==> src/rtl/ffha_pkg.sv <==
// Shared types and constants of the first-fit heap allocator.
`timescale 1ns / 1ps

package ffha_pkg;

    localparam int MAX_SEGMENTS_DEF  = 64;
    localparam int HEADER_BYTES_DEF  = 16;
    localparam int PAGE_BYTES_DEF    = 4096;
    localparam int HEAP_BYTES_DEF    = 268435456;
    localparam int INITIAL_BYTES_DEF = 1048576;

    localparam logic [31:0] BASE_ADDRESS = 32'hE000_0000;
    localparam int          SPLIT_SLACK  = 16;

    localparam logic REQ_ALLOC = 1'b0;
    localparam logic REQ_FREE  = 1'b1;

    localparam logic [2:0] ST_OK      = 3'd0;
    localparam logic [2:0] ST_NULL    = 3'd1;
    localparam logic [2:0] ST_LIMIT   = 3'd2;
    localparam logic [2:0] ST_FULL    = 3'd3;
    localparam logic [2:0] ST_UNKNOWN = 3'd4;

    typedef struct packed {
        logic        req_type;
        logic [27:0] alloc_bytes;
        logic [31:0] free_address;
    } req_t;

    typedef struct packed {
        logic [31:0] block_address;
        logic [2:0]  status;
    } rsp_t;

    typedef struct packed {
        logic [27:0] offset;
        logic [27:0] size;
        logic        is_free;
    } seg_t;

    localparam int SEG_W = $bits(seg_t);

endpackage

==> src/rtl/first_fit_heap_allocator.sv <==
// Top level of the first-fit heap allocator with segment split and coalesce.
//
// Usage: a request item (allocate a byte count, or free a data address) enters
// on req_valid/req_ready; exactly one response item (block address, status)
// leaves on rsp_valid/rsp_ready. One request is worked on at a time.
// The segment table lives in one RAM with registered read data. A request
// walks the table once, one entry per cycle, pipelined over the RAM read.
// A split then moves the entries above the chosen one up a slot, and a free
// that merges moves the entries above it down, again one entry per cycle.
// After reset the block writes the initial free segment in S_INIT before
// req_ready rises. The response waits in an output register; a stalled
// receiver holds the block only when the next response is ready to leave,
// while a new request can already be accepted.
`timescale 1ns / 1ps

module first_fit_heap_allocator #(
    parameter int MAX_SEGMENTS  = ffha_pkg::MAX_SEGMENTS_DEF,
    parameter int HEADER_BYTES  = ffha_pkg::HEADER_BYTES_DEF,
    parameter int PAGE_BYTES    = ffha_pkg::PAGE_BYTES_DEF,
    parameter int HEAP_BYTES    = ffha_pkg::HEAP_BYTES_DEF,
    parameter int INITIAL_BYTES = ffha_pkg::INITIAL_BYTES_DEF
) (
    input  logic          clk,
    input  logic          rst_n,
    input  logic          req_valid,
    output logic          req_ready,
    input  ffha_pkg::req_t req,
    output logic          rsp_valid,
    input  logic          rsp_ready,
    output ffha_pkg::rsp_t rsp
);

    import ffha_pkg::*;

    localparam int AW = $clog2(MAX_SEGMENTS);
    localparam int CW = $clog2(MAX_SEGMENTS + 1);

    localparam logic [29:0] HDR     = 30'(HEADER_BYTES);
    localparam logic [30:0] PG_M1   = 31'(PAGE_BYTES - 1);
    localparam logic [31:0] HEAP_L  = 32'(HEAP_BYTES);
    localparam logic [27:0] INIT_SZ = 28'(INITIAL_BYTES - HEADER_BYTES);
    localparam logic [28:0] INIT_EX = 29'(INITIAL_BYTES);
    localparam logic [CW:0] MAX_C   = (CW+1)'(MAX_SEGMENTS);

    localparam logic [3:0] S_INIT  = 4'd0;
    localparam logic [3:0] S_IDLE  = 4'd1;
    localparam logic [3:0] S_SCAN  = 4'd2;
    localparam logic [3:0] S_NEXT  = 4'd3;
    localparam logic [3:0] S_GROW  = 4'd4;
    localparam logic [3:0] S_SPLIT = 4'd5;
    localparam logic [3:0] S_UP    = 4'd6;
    localparam logic [3:0] S_WR_HI = 4'd7;
    localparam logic [3:0] S_WR_LO = 4'd8;
    localparam logic [3:0] S_MERGE = 4'd9;
    localparam logic [3:0] S_DOWN  = 4'd10;
    localparam logic [3:0] S_DONE  = 4'd11;

    logic [3:0]    state_reg, state_next;
    req_t          req_reg, req_next;
    logic [28:0]   size_reg, size_next;
    logic [CW-1:0] count_reg, count_next;
    logic [28:0]   extent_reg, extent_next;
    logic [CW-1:0] scan_idx_reg, scan_idx_next;
    logic          pend_vld_reg, pend_vld_next;
    logic [CW-1:0] pend_idx_reg, pend_idx_next;
    seg_t          prev_reg, prev_next;
    logic          prev_vld_reg, prev_vld_next;
    seg_t          next_reg, next_next;
    logic          next_vld_reg, next_vld_next;
    seg_t          pick_reg, pick_next;
    logic [CW-1:0] pick_idx_reg, pick_idx_next;
    seg_t          last_reg, last_next;
    logic          split_reg, split_next;
    logic          sh_act_reg, sh_act_next;
    logic [CW-1:0] sh_rd_reg, sh_rd_next;
    logic [CW-1:0] sh_end_reg, sh_end_next;
    logic [1:0]    sh_d_reg, sh_d_next;
    logic          wb_vld_reg, wb_vld_next;
    logic [CW-1:0] wb_idx_reg, wb_idx_next;
    rsp_t          res_reg, res_next;
    logic          rsp_valid_reg, rsp_valid_next;
    rsp_t          rsp_reg, rsp_next;

    logic          ram_we;
    logic [AW-1:0] ram_waddr;
    seg_t          ram_wseg;
    logic [AW-1:0] ram_raddr;
    logic [SEG_W-1:0] ram_rdata;
    seg_t          rd_seg;

    ffha_ram #(
        .WIDTH (SEG_W),
        .DEPTH (MAX_SEGMENTS),
        .AW    (AW)
    ) u_ram (
        .clk   (clk),
        .we    (ram_we),
        .waddr (ram_waddr),
        .wdata (ram_wseg),
        .raddr (ram_raddr),
        .rdata (ram_rdata)
    );

    assign rd_seg    = seg_t'(ram_rdata);
    assign req_ready = (state_reg == S_IDLE);
    assign rsp_valid = rsp_valid_reg;
    assign rsp       = rsp_reg;

    always_comb
    begin
        logic          issue;
        logic          hit;
        logic [32:0]   addr_calc;
        logic [29:0]   need;
        logic [30:0]   grow;
        logic [31:0]   ext_sum;
        logic          pf;
        logic          nf;
        logic [CW:0]   p_idx;
        logic [CW:0]   start;
        logic [29:0]   sum;

        state_next    = state_reg;
        req_next      = req_reg;
        size_next     = size_reg;
        count_next    = count_reg;
        extent_next   = extent_reg;
        scan_idx_next = scan_idx_reg;
        pend_vld_next = 1'b0;
        pend_idx_next = pend_idx_reg;
        prev_next     = prev_reg;
        prev_vld_next = prev_vld_reg;
        next_next     = next_reg;
        next_vld_next = next_vld_reg;
        pick_next     = pick_reg;
        pick_idx_next = pick_idx_reg;
        last_next     = last_reg;
        split_next    = split_reg;
        sh_act_next   = sh_act_reg;
        sh_rd_next    = sh_rd_reg;
        sh_end_next   = sh_end_reg;
        sh_d_next     = sh_d_reg;
        wb_vld_next   = 1'b0;
        wb_idx_next   = wb_idx_reg;
        res_next      = res_reg;
        rsp_valid_next = rsp_valid_reg && !rsp_ready;
        rsp_next      = rsp_reg;

        ram_we    = 1'b0;
        ram_waddr = pick_idx_reg[AW-1:0];
        ram_wseg  = pick_reg;
        ram_raddr = scan_idx_reg[AW-1:0];

        issue     = 1'b0;
        hit       = 1'b0;
        addr_calc = 33'(BASE_ADDRESS) + 33'(rd_seg.offset) + 33'(HDR);
        need      = 30'(size_reg) + HDR;
        grow      = (31'(need) + PG_M1) & ~PG_M1;
        ext_sum   = 32'(extent_reg) + 32'(grow);
        pf        = prev_vld_reg && prev_reg.is_free;
        nf        = next_vld_reg && next_reg.is_free;
        p_idx     = (CW+1)'(pick_idx_reg);
        start     = '0;
        sum       = '0;

        case (state_reg)
            S_INIT:
            begin
                ram_we    = 1'b1;
                ram_waddr = '0;
                ram_wseg  = '{offset: 28'd0, size: INIT_SZ, is_free: 1'b1};
                state_next = S_IDLE;
            end
            S_IDLE:
            begin
                if (req_valid)
                begin
                    req_next      = req;
                    size_next     = (29'(req.alloc_bytes) + 29'd3) & ~29'd3;
                    scan_idx_next = '0;
                    prev_vld_next = 1'b0;
                    next_vld_next = 1'b0;
                    split_next    = 1'b0;
                    if ((req.req_type == REQ_ALLOC && req.alloc_bytes == '0) ||
                        (req.req_type == REQ_FREE && req.free_address == '0))
                    begin
                        res_next   = '{block_address: 32'd0, status: ST_NULL};
                        state_next = S_DONE;
                    end
                    else
                    begin
                        state_next = S_SCAN;
                    end
                end
            end
            S_SCAN:
            begin
                issue = (scan_idx_reg < count_reg);
                if (issue)
                begin
                    scan_idx_next = scan_idx_reg + 1'b1;
                    pend_idx_next = scan_idx_reg;
                end
                pend_vld_next = issue;
                if (pend_vld_reg)
                begin
                    if (req_reg.req_type == REQ_ALLOC)
                    begin
                        hit = rd_seg.is_free && (29'(rd_seg.size) >= size_reg);
                    end
                    else
                    begin
                        hit = !rd_seg.is_free && (addr_calc == 33'(req_reg.free_address));
                    end
                    if (hit)
                    begin
                        pick_next     = rd_seg;
                        pick_idx_next = pend_idx_reg;
                        state_next    = (req_reg.req_type == REQ_ALLOC) ? S_SPLIT : S_NEXT;
                    end
                    else
                    begin
                        prev_next     = rd_seg;
                        prev_vld_next = 1'b1;
                        if (pend_idx_reg == count_reg - 1'b1)
                        begin
                            if (req_reg.req_type == REQ_ALLOC)
                            begin
                                last_next  = rd_seg;
                                state_next = S_GROW;
                            end
                            else
                            begin
                                res_next   = '{block_address: 32'd0, status: ST_UNKNOWN};
                                state_next = S_DONE;
                            end
                        end
                    end
                end
            end
            S_NEXT:
            begin
                next_next     = rd_seg;
                next_vld_next = pend_vld_reg;
                state_next    = S_MERGE;
            end
            S_GROW:
            begin
                if (ext_sum > HEAP_L)
                begin
                    res_next   = '{block_address: 32'd0, status: ST_LIMIT};
                    state_next = S_DONE;
                end
                else if (last_reg.is_free)
                begin
                    pick_next     = '{offset: last_reg.offset,
                                      size: 28'(31'(last_reg.size) + grow),
                                      is_free: 1'b1};
                    pick_idx_next = count_reg - 1'b1;
                    extent_next   = ext_sum[28:0];
                    state_next    = S_SPLIT;
                end
                else if ((CW+1)'(count_reg) >= MAX_C)
                begin
                    res_next   = '{block_address: 32'd0, status: ST_FULL};
                    state_next = S_DONE;
                end
                else
                begin
                    pick_next     = '{offset: extent_reg[27:0],
                                      size: 28'(grow - 31'(HDR)),
                                      is_free: 1'b1};
                    pick_idx_next = count_reg;
                    count_next    = count_reg + 1'b1;
                    extent_next   = ext_sum[28:0];
                    state_next    = S_SPLIT;
                end
            end
            S_SPLIT:
            begin
                if ((30'(pick_reg.size) >= need + 30'(SPLIT_SLACK)) &&
                    ((CW+1)'(count_reg) < MAX_C))
                begin
                    split_next = 1'b1;
                    sh_rd_next = count_reg - 1'b1;
                    if ((CW+1)'(count_reg) > p_idx + 1'b1)
                    begin
                        sh_act_next = 1'b1;
                        state_next  = S_UP;
                    end
                    else
                    begin
                        state_next = S_WR_HI;
                    end
                end
                else
                begin
                    state_next = S_WR_LO;
                end
            end
            S_UP:
            begin
                ram_we    = wb_vld_reg;
                ram_waddr = AW'(wb_idx_reg + 1'b1);
                ram_wseg  = rd_seg;
                ram_raddr = sh_rd_reg[AW-1:0];
                if (sh_act_reg)
                begin
                    wb_vld_next = 1'b1;
                    wb_idx_next = sh_rd_reg;
                    if ((CW+1)'(sh_rd_reg) == p_idx + 1'b1)
                    begin
                        sh_act_next = 1'b0;
                    end
                    else
                    begin
                        sh_rd_next = sh_rd_reg - 1'b1;
                    end
                end
                else
                begin
                    state_next = S_WR_HI;
                end
            end
            S_WR_HI:
            begin
                ram_we     = 1'b1;
                ram_waddr  = AW'(pick_idx_reg + 1'b1);
                ram_wseg   = '{offset: 28'(30'(pick_reg.offset) + HDR + 30'(size_reg)),
                               size: 28'(30'(pick_reg.size) - need),
                               is_free: 1'b1};
                count_next = count_reg + 1'b1;
                state_next = S_WR_LO;
            end
            S_WR_LO:
            begin
                ram_we     = 1'b1;
                ram_waddr  = pick_idx_reg[AW-1:0];
                ram_wseg   = '{offset: pick_reg.offset,
                               size: split_reg ? size_reg[27:0] : pick_reg.size,
                               is_free: 1'b0};
                res_next   = '{block_address: BASE_ADDRESS + 32'(pick_reg.offset) + 32'(HDR),
                               status: ST_OK};
                state_next = S_DONE;
            end
            S_MERGE:
            begin
                ram_we = 1'b1;
                if (pf && nf)
                begin
                    sum       = 30'(prev_reg.size) + HDR + HDR + 30'(pick_reg.size)
                                + 30'(next_reg.size);
                    ram_waddr = AW'(pick_idx_reg - 1'b1);
                    ram_wseg  = '{offset: prev_reg.offset, size: sum[27:0], is_free: 1'b1};
                    sh_d_next = 2'd2;
                    start     = p_idx + 2'd2;
                end
                else if (pf)
                begin
                    sum       = 30'(prev_reg.size) + HDR + 30'(pick_reg.size);
                    ram_waddr = AW'(pick_idx_reg - 1'b1);
                    ram_wseg  = '{offset: prev_reg.offset, size: sum[27:0], is_free: 1'b1};
                    sh_d_next = 2'd1;
                    start     = p_idx + 1'b1;
                end
                else if (nf)
                begin
                    sum       = 30'(pick_reg.size) + HDR + 30'(next_reg.size);
                    ram_waddr = pick_idx_reg[AW-1:0];
                    ram_wseg  = '{offset: pick_reg.offset, size: sum[27:0], is_free: 1'b1};
                    sh_d_next = 2'd1;
                    start     = p_idx + 2'd2;
                end
                else
                begin
                    ram_waddr = pick_idx_reg[AW-1:0];
                    ram_wseg  = '{offset: pick_reg.offset, size: pick_reg.size,
                                  is_free: 1'b1};
                    sh_d_next = 2'd0;
                    start     = MAX_C;
                end
                count_next  = count_reg - CW'(sh_d_next);
                sh_end_next = count_reg - 1'b1;
                sh_rd_next  = start[CW-1:0];
                res_next    = '{block_address: 32'd0, status: ST_OK};
                if (sh_d_next != 2'd0 && start <= (CW+1)'(count_reg - 1'b1))
                begin
                    sh_act_next = 1'b1;
                    state_next  = S_DOWN;
                end
                else
                begin
                    state_next = S_DONE;
                end
            end
            S_DOWN:
            begin
                ram_we    = wb_vld_reg;
                ram_waddr = AW'(wb_idx_reg - CW'(sh_d_reg));
                ram_wseg  = rd_seg;
                ram_raddr = sh_rd_reg[AW-1:0];
                if (sh_act_reg)
                begin
                    wb_vld_next = 1'b1;
                    wb_idx_next = sh_rd_reg;
                    if (sh_rd_reg == sh_end_reg)
                    begin
                        sh_act_next = 1'b0;
                    end
                    else
                    begin
                        sh_rd_next = sh_rd_reg + 1'b1;
                    end
                end
                else
                begin
                    state_next = S_DONE;
                end
            end
            S_DONE:
            begin
                if (!rsp_valid_reg || rsp_ready)
                begin
                    rsp_valid_next = 1'b1;
                    rsp_next       = res_reg;
                    state_next     = S_IDLE;
                end
            end
            default:
            begin
                state_next = S_IDLE;
            end
        endcase
    end

    always_ff @(posedge clk or negedge rst_n)
    begin
        if (!rst_n)
        begin
            state_reg     <= S_INIT;
            count_reg     <= CW'(1);
            extent_reg    <= INIT_EX;
            pend_vld_reg  <= 1'b0;
            prev_vld_reg  <= 1'b0;
            next_vld_reg  <= 1'b0;
            split_reg     <= 1'b0;
            sh_act_reg    <= 1'b0;
            wb_vld_reg    <= 1'b0;
            rsp_valid_reg <= 1'b0;
        end
        else
        begin
            state_reg     <= state_next;
            count_reg     <= count_next;
            extent_reg    <= extent_next;
            pend_vld_reg  <= pend_vld_next;
            prev_vld_reg  <= prev_vld_next;
            next_vld_reg  <= next_vld_next;
            split_reg     <= split_next;
            sh_act_reg    <= sh_act_next;
            wb_vld_reg    <= wb_vld_next;
            rsp_valid_reg <= rsp_valid_next;
        end
    end

    always_ff @(posedge clk)
    begin
        req_reg      <= req_next;
        size_reg     <= size_next;
        scan_idx_reg <= scan_idx_next;
        pend_idx_reg <= pend_idx_next;
        prev_reg     <= prev_next;
        next_reg     <= next_next;
        pick_reg     <= pick_next;
        pick_idx_reg <= pick_idx_next;
        last_reg     <= last_next;
        sh_rd_reg    <= sh_rd_next;
        sh_end_reg   <= sh_end_next;
        sh_d_reg     <= sh_d_next;
        wb_idx_reg   <= wb_idx_next;
        res_reg      <= res_next;
        rsp_reg      <= rsp_next;
    end

endmodule

==> src/rtl/ffha_ram.sv <==
// Generic single-port-write, single-port-read RAM with registered read data.
`timescale 1ns / 1ps

module ffha_ram #(
    parameter int WIDTH = 8,
    parameter int DEPTH = 64,
    parameter int AW    = $clog2(DEPTH)
) (
    input  logic             clk,
    input  logic             we,
    input  logic [AW-1:0]    waddr,
    input  logic [WIDTH-1:0] wdata,
    input  logic [AW-1:0]    raddr,
    output logic [WIDTH-1:0] rdata
);

    logic [WIDTH-1:0] mem [DEPTH];

    always_ff @(posedge clk)
    begin
        if (we)
        begin
            mem[waddr] <= wdata;
        end
        rdata <= mem[raddr];
    end

endmodule

==> config.mk <==
export PLATFORM = sky130hd
export DESIGN_NAME = first_fit_heap_allocator
export DESIGN_NICKNAME = d
export VERILOG_FILES = /design/src/rtl/ffha_pkg.sv /design/src/rtl/first_fit_heap_allocator.sv /design/src/rtl/ffha_ram.sv
export SDC_FILE = /design/constraint.sdc
export NUM_CORES = 2
export LEC_CHECK = 0
export BUFFER_PORTS_ARGS = -buffer_cell sky130_fd_sc_hd__buf_2
export CORE_ASPECT_RATIO = 0.5
export CORE_MARGIN = 5
export CORE_UTILIZATION = 55
export CTS_CLUSTER_SIZE = 10
export DETAILED_ROUTE_END_ITERATION = 10
export HOLD_SLACK_MARGIN = 0.02
export PLACE_DENSITY = 0.71
export SKIP_CTS_REPAIR_TIMING = 1
export SYNTH_ARGS = -nofsm -noshare
export SYNTH_HDL_FRONTEND = slang
export SYNTH_SLANG_ARGS = --single-unit
==> constraint.sdc <==
create_clock -name clk -period 13.25 [get_ports clk]
set_input_delay 2.65 -clock clk [delete_from_list [all_inputs] [get_ports clk]]
set_output_delay 2.65 -clock clk [all_outputs]
set_load 0.01 [all_outputs]
==> impl_metrics.json <==
{
  "synthSimpleGateAreaFrac_pct": 6.22,
  "fin_skew_ns": 0.0970,
  "start_kind": "flop",
  "worstSkewPairLatency_ns": 0.98,
  "drive_gt1_share_pct": 18.7,
  "status": "complete, but fails checks",
  "synth_nets": 10630,
  "cts-root-buf": "clkbuf_16",
  "syn_inst": 10191,
  "crit_type": "reg -> reg",
  "drc": 0,
  "r2r_end": "u_ram.mem[21][14]",
  "grt_usage_pct": 30.9,
  "grt_pass1_vias": 98000,
  "yosys.area.top_type_share_pct": 69.2,
  "crit_fanout": 49,
  "firstDrtPassIters": 7,
  "leakage_nw": 64.6,
  "drt-vias-per-instance": 6.82,
  "synth_top_family_by_area": "multiplexers",
  "pin_count": 102,
  "numPortBuffers": 101,
  "yosysTopAreaCell": "edfxtp_1",
  "dieWidth_um": 806,
  "synth_compound_area_share_pct": 4.66,
  "end_kind": "flop",
  "synthArstFlopShare_pct": 0.852,
  "clk_pin_slew_ns": 0.06,
  "tritoncts": "built",
  "wl_um": 514000,
  "start_util_pct": 55.2,
  "gp_congestion": 0.932,
  "ir_worst_vdd_v": 0.000187,
  "min-delay-start": "res_reg[9]",
  "grt_max_degree": 127,
  "cts_made_buffers": 455,
  "cpPeakStageDelay_ns": 0.87,
  "yosys_warnings": 0,
  "cp_slowest_cell": "buf_4",
  "antenna_found_initial": 26,
  "synth_xor_area_share_pct": 1.84,
  "finalMaxSlewViolations": 4,
  "synth_area_um2": 174000,
  "vias": 102037,
  "setup_viol": 0,
  "final_cells": 14951,
  "m1WireLength_um": 194000,
  "synth-seq-cells": 4109,
  "layout_common_cells": "4017 x edfxtp_1, 1177 x nand2_1, 912 x mux4_2",
  "synth_cell_types": 115,
  "power_w": 0.0440,
  "max-cap-violations": 2,
  "timing.rr.start": "state_reg[1]",
  "drt_iter0_drc": 16546,
  "synth_area_per_cell_um2": 17.1,
  "period_share_pct": 58.1,
  "rsz0062_at_grt": "no",
  "worstRegToRegCells": 18,
  "path_cells": "nor2b_1, nand2_1, or2_2, inv_1, ha_1, nor2b_1, o21ai_0, a21boi_0, o21ai_0, a21boi_0, o32a_1, o32a_1, o21ba_2, o22ai_1, buf_4, nand3_1, nor2_4, buf_4",
  "cts_buffer_depth": 4,
  "slew-limit-headroom_pct": -6.26,
  "route.antenna.remaining_nets": 0,
  "area_growth_syn_to_layout_pct": 11.4,
  "min_period_ns": 7.70,
  "holdPathEnd": "rsp[9]",
  "power_density_nw_per_um2": 227,
  "holdPathStages": 0,
  "dp.cells": 14266,
  "violations": "max-capacitance violations, max-slew violations",
  "finalHoldViolations": 0,
  "rows": 146,
  "htree_num_levels": 5,
  "worst_pin_slew_ns": 1.58,
  "fmax_ghz": 0.130,
  "grt.overflow.total": 0,
  "grt_pass1_wl_um": 728000,
  "route.met2.wl_um": 223000,
  "coreArea_um2": 316000,
  "top_register": "u_ram.mem",
  "finalSetupTns_ns": 0,
  "dr_wl_met3_um": 77500,
  "cp.required_ns": 13.75,
  "die_area_um2": 329000,
  "die_y_um": 408,
  "synth_adder_area_share_pct": 2.86,
  "muxShareOfSynthArea_pct": 12.3,
  "synth-edff-count": 4017,
  "yosysSeqAreaShare_pct": 70.4,
  "final_common_cell": "edfxtp_1",
  "dp_hpwl_um": 312000,
  "critPathArrivalTime_ns": 8.20,
  "wl_per_cell_um": 34.4,
  "nNetsFinal": 10944,
  "topRoutingLayerUsed": "met5",
  "synth-main-ff-cell": "edfxtp_1",
  "ys_top_cells_by_area": "edfxtp_1 69%, mux4_2 12%, nand2_1 2.6%",
  "rrSetupSlack_ns": 5.55,
  "clkSinkCount": 4109,
  "largest_reg_flops": 3648,
  "hp-class": "reg -> reg"
}
[worst max-delay path, delay by kind of cell, from the launching register on]
family,cells,cell delay [ns]
flops,1,0.77
buf+inv,3,1.27
fa+ha+maj,1,0.21
compound gates,8,2.06
simple gates,6,2.88
[synth_stat cells (175+ instances only)]
cell type  number
edfxtp_1     4017
nand2_1      1186
mux4_2        912
ha_1          337
clkbuf_1      326
nand3_1       323
nor2_1        321
a21oi_1       291
inv_1         268
xnor2_1       218
o21ai_0       193
a311oi_1      176
and3_1        175
[worst max path at each step]
stage                             from                 to  cells past startpoint
after CTS                 state_reg[1]   u_ram.mem[20][6]                     18
final                     state_reg[1]  u_ram.mem[21][14]                     18
after detailed placement  state_reg[1]   u_ram.mem[25][3]                     18
after global placement    state_reg[1]   u_ram.mem[20][1]                     18
after floorplan            size_reg[6]    pick_idx_reg[0]                     21
after global routing       size_reg[7]       pick_reg[40]                     20
[power breakdown]
group          switching, W  internal, W  total (W)
clock network       0.00484      0.00632     0.0112
logic                0.0102      0.00418     0.0144
registers          0.000738       0.0178     0.0185
total                0.0158       0.0283     0.0440
[stage by stage]
| stage | hold WS [ns] | cell area, µm² | setup slack, ns | util, % |
|---|---|---|---|---|
| final | 0.407 | 194000 | 5.55 | 61.5 |
| after global routing | 0.405 | 194000 | 5.28 | 61.5 |
| after CTS | 0.407 | 194000 | 5.71 | 61.5 |
| after detailed placement | 0.405 | 182000 | 5.74 | 57.5 |
| after global placement | 0.404 | 182000 | 5.83 | 57.5 |
| after floorplan | 0.400 | 174000 | 5.73 | - |
[area by class of cell]
cell class | instances | area [µm²]
antenna | 10 | 25.0
clock buffer | 660 | 12300
clock inverter | 15 | 205
fill | 22090 | 122000
inverter | 271 | 1020
multi-input combinational | 5298 | 50000
sequential | 4109 | 123000
tap | 4218 | 5280
timing repair buffer | 370 | 2780
[logic make-up (layout without fill, tap and decap cells)]
group           Yosys count  in the layout
flops                  4109           4109
simple gates           2381           2381
compound gates         1188           1188
mux                     990            990
buf+inv                 784           1316
fa+ha+maj               376            376
xor+xnor                363            363
other cells               0             10
[layer usage]
layer,track usage (%),vias to the layer above
li1,-,41141
met1,45.2,52545
met2,44.2,7345
met3,10.4,1000
met4,10.2,6
met5,0,-
Note: power is estimated with default switching activity, not from simulation.
